===== src/rtl/core/bfa_pkg.sv =====
// Shared types and constants for the best-fit block allocator.
// No dependencies.
package bfa_pkg;

    localparam logic [1:0] REQ_CLEAR   = 2'd0;
    localparam logic [1:0] REQ_PRELOAD = 2'd1;
    localparam logic [1:0] REQ_ALLOC   = 2'd2;

    localparam logic [1:0] ST_OK     = 2'd0;
    localparam logic [1:0] ST_NOFIT  = 2'd1;
    localparam logic [1:0] ST_FULL   = 2'd2;
    localparam logic [1:0] ST_BADPRE = 2'd3;

    localparam logic [1:0] UNIT_KB = 2'd1;
    localparam logic [1:0] UNIT_MB = 2'd2;

    localparam logic ADDR_SIZE_UNIT = 1'b0;
    localparam logic ADDR_TOTAL_MEM = 1'b1;

    typedef enum logic [3:0] {
        S_IDLE,
        S_PREP,
        S_SCAN_RD,
        S_SCAN_CHK,
        S_DECIDE,
        S_SHIFT_RD,
        S_SHIFT_WR,
        S_WRITE,
        S_DONE
    } state_t;

    // controller -> datapath commands
    typedef struct packed {
        logic load_req;
        logic scan_reset;
        logic scan_check;
        logic shift_init;
        logic shift_read;
        logic shift_step;
        logic write_entries;
        logic do_clear;
        logic emit;
        logic [1:0] emit_status;
        logic emit_fail;
    } cmd_t;

    // datapath -> controller status
    typedef struct packed {
        logic [1:0] req_type;
        logic       bad_size;
        logic       empty;
        logic       scan_last;
        logic       found;
        logic       room;
        logic       shift_done;
        logic       shift_none;
    } stat_t;

endpackage


===== src/rtl/core/bfa_ctrl.sv =====
// Controller state machine for the best-fit block allocator.
// Depends on bfa_pkg.
module bfa_ctrl
    import bfa_pkg::*;
(
    input  logic  clk,
    input  logic  rst_n,
    input  logic  start,
    output logic  busy,
    output cmd_t  cmd,
    input  stat_t stat
);
    state_t state_reg, state_next;

    always_ff @(posedge clk or negedge rst_n)
    begin
        if (!rst_n)
        begin
            state_reg <= S_IDLE;
        end
        else
        begin
            state_reg <= state_next;
        end
    end

    always_comb
    begin
        state_next = state_reg;
        cmd = '0;
        busy = (state_reg != S_IDLE);
        unique case (state_reg)
            S_IDLE:
            begin
                if (start)
                begin
                    cmd.load_req = 1'b1;
                    state_next = S_PREP;
                end
            end
            S_PREP:
            begin
                if (stat.req_type == REQ_CLEAR)
                begin
                    cmd.do_clear = 1'b1;
                    cmd.emit = 1'b1;
                    cmd.emit_status = ST_OK;
                    state_next = S_DONE;
                end
                else if (stat.req_type != REQ_PRELOAD && stat.req_type != REQ_ALLOC)
                begin
                    cmd.emit = 1'b1;
                    cmd.emit_status = ST_NOFIT;
                    cmd.emit_fail = 1'b1;
                    state_next = S_DONE;
                end
                else if (stat.bad_size || stat.empty)
                begin
                    cmd.emit = 1'b1;
                    cmd.emit_fail = 1'b1;
                    cmd.emit_status = (stat.req_type == REQ_PRELOAD && !stat.bad_size)
                                      ? ST_BADPRE : ST_NOFIT;
                    state_next = S_DONE;
                end
                else
                begin
                    cmd.scan_reset = 1'b1;
                    state_next = S_SCAN_RD;
                end
            end
            S_SCAN_RD:
            begin
                state_next = S_SCAN_CHK;
            end
            S_SCAN_CHK:
            begin
                cmd.scan_check = 1'b1;
                if (stat.scan_last)
                begin
                    state_next = S_DECIDE;
                end
                else
                begin
                    state_next = S_SCAN_RD;
                end
            end
            S_DECIDE:
            begin
                if (!stat.found)
                begin
                    cmd.emit = 1'b1;
                    cmd.emit_fail = 1'b1;
                    cmd.emit_status = (stat.req_type == REQ_PRELOAD) ? ST_BADPRE : ST_NOFIT;
                    state_next = S_DONE;
                end
                else if (!stat.room)
                begin
                    cmd.emit = 1'b1;
                    cmd.emit_fail = 1'b1;
                    cmd.emit_status = ST_FULL;
                    state_next = S_DONE;
                end
                else
                begin
                    cmd.shift_init = 1'b1;
                    state_next = stat.shift_none ? S_WRITE : S_SHIFT_RD;
                end
            end
            S_SHIFT_RD:
            begin
                cmd.shift_read = 1'b1;
                state_next = S_SHIFT_WR;
            end
            S_SHIFT_WR:
            begin
                cmd.shift_step = 1'b1;
                state_next = stat.shift_done ? S_WRITE : S_SHIFT_RD;
            end
            S_WRITE:
            begin
                cmd.write_entries = 1'b1;
                if (stat.shift_done)
                begin
                    cmd.emit = 1'b1;
                    cmd.emit_status = ST_OK;
                    state_next = S_DONE;
                end
            end
            S_DONE:
            begin
                state_next = S_IDLE;
            end
            default:
            begin
                state_next = S_IDLE;
            end
        endcase
    end

    assert property (@(posedge clk) disable iff (!rst_n)
        cmd.emit |=> state_reg == S_DONE)
        else $error("emit not followed by done");
    assert property (@(posedge clk) disable iff (!rst_n)
        state_reg == S_DONE |=> !busy)
        else $error("done did not release busy");
    assert property (@(posedge clk) disable iff (!rst_n)
        (start && !busy) |=> busy)
        else $error("accepted request did not raise busy");
endmodule


===== config.mk =====
export PLATFORM = sky130hd
export DESIGN_NAME = bfa_ctrl
export DESIGN_NICKNAME = d
export VERILOG_FILES = /design/src/rtl/core/bfa_pkg.sv /design/src/rtl/core/bfa_ctrl.sv
export SDC_FILE = /design/constraint.sdc
export NUM_CORES = 1
export LEC_CHECK = 0
export BUFFER_PORTS_ARGS = -buffer_cell sky130_fd_sc_hd__buf_2
export CAP_MARGIN = 20
export CORE_AREA = 4 4 41 43
export CTS_BUF_LIST = sky130_fd_sc_hd__clkbuf_8
export DETAILED_ROUTE_END_ITERATION = 10
export DIE_AREA = 0 0 45 47
export GPL_TIMING_DRIVEN = 0
export PLACE_DENSITY = 0.72
export SLEW_MARGIN = 20
export SYNTH_ARGS = -nofsm -noshare
export SYNTH_HDL_FRONTEND = slang
export SYNTH_SLANG_ARGS = --single-unit
export TNS_END_PERCENT = 5

===== constraint.sdc =====
create_clock -name clk -period 1.66 [get_ports clk]
set_input_delay 0.332 -clock clk [delete_from_list [all_inputs] [get_ports clk]]
set_output_delay 0.332 -clock clk [all_outputs]
set_load 0.01 [all_outputs]

==> flow_summary.json, run 1 <==
{
  "hpwl_um": 1040,
  "wl_um": 1460,
  "antenna_found_initial": 0,
  "grt_first_pass_wirelength_um": 2160,
  "htree_levels": 1,
  "dr.pass1.iters": 4,
  "yosysWarnings": 0,
  "status": "finished with violations",
  "nNetsFinal": 107,
  "initial_core_util_pct": 37.0,
  "grt_usage_pct": 14.3,
  "power_leakage_nw": 0.387,
  "worst-slew-pin-transition_ns": 0.300,
  "syn_inst": 59,
  "syn_area_um2": 482,
  "maxCapViolCount": 0,
  "fin_crit_sh_pct": 118,
  "fmax_ghz": 0.509,
  "syn_nets": 73,
  "setup_slack_ns": -0.303,
  "failed_checks": "setup timing",
  "die_area_um2": 2120,
  "final_cells": 106,
  "worst_ep_required_time_ns": 1.33,
  "clkTransAtPathRegs_ns": 0.03,
  "ys_seq_area_share_pct": 20.8,
  "ys_seq_elements": 4,
  "critical_path.max_fanout": 5,
  "drc": 0,
  "wl_per_cell_um": 13.7,
  "drt_iter0_markers": 11,
  "synth_edf_count": 0,
  "cts_root_buf": "clkbuf_8",
  "syn_avg_cell_area_um2": 8.16,
  "area_delta_synth_final_pct": 66.2,
  "grt-ovfl-total": 0,
  "setup_violations": 6,
  "slew_violations": 0,
  "rsz0062_at_grt": "yes",
  "peakVddDrop_mv": 0.615,
  "worstSetupStartpointType": "register",
  "io_buffers": 24,
  "cts_buffers": 3,
  "core_um2": 1300,
  "largest_reg_flops": 4,
  "detail-route-antenna-nets": 0,
  "place_congestion": 0.765,
  "rows": 13,
  "cts_buffer_depth": 2,
  "whs_ns": 0.362,
  "synth-main-ff-cell": "dfrtp_1",
  "ys_types": 31,
  "layout_min_cycle_time_ns": 1.96,
  "p_per_area_nw_per_um2": 1430,
  "min_path_type": "input pin to register",
  "post-place-cells": 98,
  "die_w_um": 45,
  "grt_max_degree": 11,
  "async_reset_ff_share_pct": 100,
  "slew_headroom_pct": 79.9,
  "via_per_inst": 5.62,
  "cts_tree": "yes",
  "end_kind": "output pin",
  "worstPathArrival_ns": 1.63,
  "io_pins": 25,
  "n_antenna_cell": 0,
  "final_util_pct": 61.5,
  "cts.sinks": 4,
  "die_h_um": 47,
  "final-hold-violation-count": 0,
  "fin_skew_ns": 0.00275,
  "layout-drive-gt1-share_pct": 57.1,
  "clk_latency_ns": 0.22,
  "num_vias": 596,
  "grt_pass1_vias": 522,
  "path_class": "register to output pin"
}
==> critical path, stage by stage (launching register included) <==
cell      delay [ns]
dfrtp_2         0.43
or4b_4          0.56
a21oi_4         0.15
o21bai_1        0.12
buf_2           0.14
==> synth_stat cells (all sizes together) (3+ instances only) <==
cell type / number / area (um^2)
nand2: 6 / 22.5
buf: 4 / 26.3
dfrtp: 4 / 100
inv: 4 / 15.0
nand2b: 4 / 25.0
nor2: 4 / 17.5
nor2b: 4 / 25.0
a221o: 3 / 30.0
and3: 3 / 18.8
==> metrics by stage <==
step / total power (W) / instance area (um^2) / setup slack [ns] / TNS [ns]
global placement: 0.000795 / 656 / -0.331 / -0.631
floorplan: 0.000626 / 517 / -0.0441 / -0.0540
global route: 0.00122 / 801 / -0.349 / -1.92
CTS: 0.00108 / 754 / -0.312 / -1.51
finish: 0.00114 / 801 / -0.303 / -1.43
detailed placement: 0.000802 / 656 / -0.332 / -0.671
==> final timing paths <==
| check | start | to | slack [ns] | cells after the start |
|---|---|---|---|---|
| setup reg to reg | state_reg[1]$_DFFE_PN0P_ | state_reg[1]$_DFFE_PN0P_ | 0.20 | 4 |
| min in group asynchronous | rst_n | state_reg[3]$_DFFE_PN0P_ | 0.45 | 2 |
| max in group asynchronous | rst_n | state_reg[1]$_DFFE_PN0P_ | 1.08 | 2 |
| setup / recovery | state_reg[1]$_DFFE_PN0P_ | cmd[0] | -0.30 | 4 |
| hold reg to reg | state_reg[0]$_DFFE_PN0P_ | state_reg[1]$_DFFE_PN0P_ | 0.71 | 2 |
| hold / removal | stat[0] | state_reg[1]$_DFFE_PN0P_ | 0.36 | 2 |
==> where the power goes <==
group | leakage (nW) | switching (W) | internal, W | total, W
Clock | 0.0216 | 0.0000510 | 0.000155 | 0.000206
Combinational | 0.317 | 0.000370 | 0.000365 | 0.000735
Sequential | 0.0487 | 0.0000582 | 0.000143 | 0.000201
Total | 0.387 | 0.000479 | 0.000662 | 0.00114
==> repair_timing <==
item                                    in CTS  in global routing
resized for setup                            8                  8
endpoints found under the setup margin       8                  9
hold buffers                                 1                  0
hold endpoints to repair                     4                  0
buffers inserted                             3                  3
pin swaps                                    4                  6
==> kinds of logic (layout without fill, tap and decap cells) <==
group	after synthesis	in the layout	share of synthesized area (%)
DFF	4	4	20.8
adders and majority gates	2	2	5.19
AOI/OAI and AO/OA	16	16	26.2
and+or+nand+nor	29	29	39.2
buffers and inverters	8	40	8.57
==> routing by layer <==
metal	up-vias	track usage [%]	wire [um]
met1	282	16.7	606
met2	25	24.0	737
met4	0	8.77	27
met5	-	0	0
li1	284	-	-
met3	5	2.68	84
==> cell type report <==
| cell class | count | area (um^2) |
|---|---|---|
| Tap cell | 15 | 18.8 |
| Clock buffer | 3 | 41.3 |
| Inverter | 4 | 30.0 |
| Buffer | 2 | 10.0 |
| Multi-Input combinational cell | 47 | 412 |
| Fill cell | 121 | 500 |
| Sequential cell | 4 | 103 |
| Timing Repair Buffer | 31 | 186 |
==> cells in the final DEF, fill, tap and decap left out <==
cell / count
dlygate4sd3_1: 1
o22ai_1: 1
o21ai_0: 1
o31ai_1: 1
inv_2: 1
nor3_1: 1
a311oi_1: 1
nor2_1: 2
dfrtp_2: 2
nor3_2: 1
a21oi_4: 1
buf_6: 1
nand2b_1: 3
o21bai_1: 1
clkbuf_8: 3
o32ai_1: 2
a21o_1: 1
nor2b_1: 3
buf_2: 23
or3_4: 1
or4b_4: 1
dfrtp_1: 2
nor4b_4: 2
a31oi_1: 1
buf_4: 8
nand3_2: 1
and2_1: 1
ha_4: 1
a211oi_1: 1
inv_1: 1
nand2_1: 6
inv_8: 2
a21oi_1: 1
nor2b_4: 1
nand2b_4: 1
ha_1: 1
and3_1: 3
a221o_1: 3
nor2_4: 2
o2111ai_1: 1
(Power assumes the default switching activity.)
==> run 2, diff against run 1 <==
--- a/config.mk
+++ b/config.mk
@@ -5,14 +5,14 @@
 export SDC_FILE = /design/constraint.sdc
 export NUM_CORES = 1
 export LEC_CHECK = 0
-export BUFFER_PORTS_ARGS = -buffer_cell sky130_fd_sc_hd__buf_2
 export CAP_MARGIN = 20
 export CORE_AREA = 4 4 41 43
 export CTS_BUF_LIST = sky130_fd_sc_hd__clkbuf_8
 export DETAILED_ROUTE_END_ITERATION = 10
 export DIE_AREA = 0 0 45 47
+export DONT_BUFFER_PORTS = 1
 export GPL_TIMING_DRIVEN = 0
-export PLACE_DENSITY = 0.72
+export PLACE_DENSITY = 0.55
 export SLEW_MARGIN = 20
 export SYNTH_ARGS = -nofsm -noshare
 export SYNTH_HDL_FRONTEND = slang
==> flow_summary.json, run 2 (synthesis gave the netlist of run 1 again) <==
{
  "final_cells": 80,
  "r2r-end": "state_reg[1]$_DFFE_PN0P_",
  "core_um2": 1300,
  "fin_skew_ns": 0.00263,
  "worst-slew-pin-transition_ns": 0.331,
  "cts_buffer_depth": 2,
  "fmax_ghz": 0.521,
  "peakVddDrop_mv": 0.769,
  "n_antenna_cell": 0,
  "die_area_um2": 2120,
  "initial_core_util_pct": 37.0,
  "met3_usage_pct": 6.51,
  "total_power_w": 0.000990,
  "clk_latency_ns": 0.22,
  "fin_crit_sh_pct": 116,
  "worstSetupStartpointType": "register",
  "setup_violations": 6,
  "rsz0062_at_grt": "yes",
  "drt_iter0_markers": 4,
  "die_h_um": 47,
  "min_path_type": "input pin to register",
  "grt_first_pass_wirelength_um": 1980,
  "final_common_cell": "nand2_1",
  "htree_levels": 1,
  "grt_util_met2_pct": 18.6,
  "grt_usage_pct": 13.2,
  "wl_per_cell_um": 16.2,
  "hpwl_um": 954,
  "cts_buffers": 3,
  "nNetsFinal": 81,
  "antenna_found_initial": 0,
  "worstPathArrival_ns": 1.59,
  "drc": 0,
  "placed_area_um2": 536,
  "failed_checks": "setup timing",
  "grt_use_met1_pct": 17.1,
  "slew_violations": 0,
  "grt_max_degree": 11,
  "worstHoldStart": "stat[1]",
  "cts_root_buf": "clkbuf_8",
  "layout-drive-gt1-share_pct": 38.5,
  "cts_tree": "yes",
  "die_w_um": 45,
  "grt-ovfl-total": 0,
  "layout_min_cycle_time_ns": 1.92,
  "dr.pass1.iters": 2,
  "slew_headroom_pct": 77.8,
  "num_vias": 472,
  "place_congestion": 0.706,
  "io_pins": 25,
  "wl_um": 1300,
  "worstReg2RegStart": "state_reg[3]$_DFFE_PN0P_",
  "final_area_um2": 652,
  "rrSetupSlack_ns": 0.18,
  "detail-route-antenna-nets": 0,
  "io_buffers": 0,
  "clkTransAtPathRegs_ns": 0.03,
  "end_kind": "output pin",
  "holdPathStages": 1,
  "top_usage_layer": "met2",
  "reg2reg_depth": 3,
  "via_per_inst": 5.90,
  "min_to": "state_reg[0]$_DFFE_PN0P_",
  "maxCapViolCount": 0,
  "status": "finished with violations",
  "cts.sinks": 4,
  "post-place-cells": 74,
  "rows": 13,
  "grt_pass1_vias": 453,
  "area_delta_synth_final_pct": 35.3,
  "critical_path.max_fanout": 5,
  "path_class": "register to output pin",
  "power_leakage_nw": 0.271,
  "p_per_area_nw_per_um2": 1520,
  "final-hold-violation-count": 0,
  "setup_tns_ns": -1.07,
  "largest_reg_flops": 4,
  "setup_slack_ns": -0.260,
  "worst_ep_required_time_ns": 1.33
}
==> run 2: worst max path at each step <==
| stage | startpoint | end | slack, ns | cells after the start |
|---|---|---|---|---|
| after CTS | state_reg[3]$_DFFE_PN0P_ | cmd[3] | -0.26 | 3 |
| after global placement | state_reg[3]$_DFFE_PN0P_ | cmd[2] | -0.13 | 4 |
| after floorplan | stat[7] | cmd[3] | -0.04 | 5 |
| final | state_reg[3]$_DFFE_PN0P_ | cmd[3] | -0.26 | 3 |
| after detailed placement | state_reg[3]$_DFFE_PN0P_ | cmd[2] | -0.14 | 4 |
| after global routing | state_reg[0]$_DFFE_PN0P_ | cmd[3] | -0.32 | 4 |
==> run 2: routing by layer <==
metal	share of wire, %	up-vias	wire [um]
met5	0	-	0
met1	38	216	498
met3	12	2	154
li1	-	232	-
met2	49	22	629
met4	0.93	0	12
==> run 2: critical path: stages, from the launching register on <==
cell	delay [ns]
dfrtp_2	0.44
or4b_4	0.59
a21oi_4	0.15
a221o_1	0.19
==> run 2: cell type report <==
cell class | count | area [um^2]
Buffer | 3 | 21.3
Clock buffer | 3 | 41.3
Fill cell | 137 | 649
Inverter | 4 | 30.0
Multi-Input combinational cell | 47 | 407
Sequential cell | 4 | 101
Tap cell | 15 | 18.8
Timing Repair Buffer | 4 | 32.5
==> run 2: timing repair <==
item / in CTS / in global routing
hold endpoints to repair: 4 / 0
pin swaps: 1 / 2
buffers inserted: 2 / 1
hold buffers: 1 / 0
resized for setup: 6 / 4
setup endpoints to repair: 7 / 9
==> run 2: stage by stage <==
step	util, %	hold WS [ns]	setup WS, ns
2_1_floorplan	-	0.0364	-0.0441
3_3_place_gp	41.2	0.0365	-0.133
3_5_place_dp	41.2	0.0365	-0.136
4_1_cts	47.8	0.225	-0.258
5_1_grt	50.1	0.221	-0.323
6_report	50.1	0.223	-0.260
==> run 2: where the power goes <==
part	total [W]	leakage, nW	switching [W]	internal, W
combinational	0.000595	0.200	0.000325	0.000271
sequential	0.000194	0.0500	0.0000532	0.000140
clock	0.000201	0.0216	0.0000469	0.000154
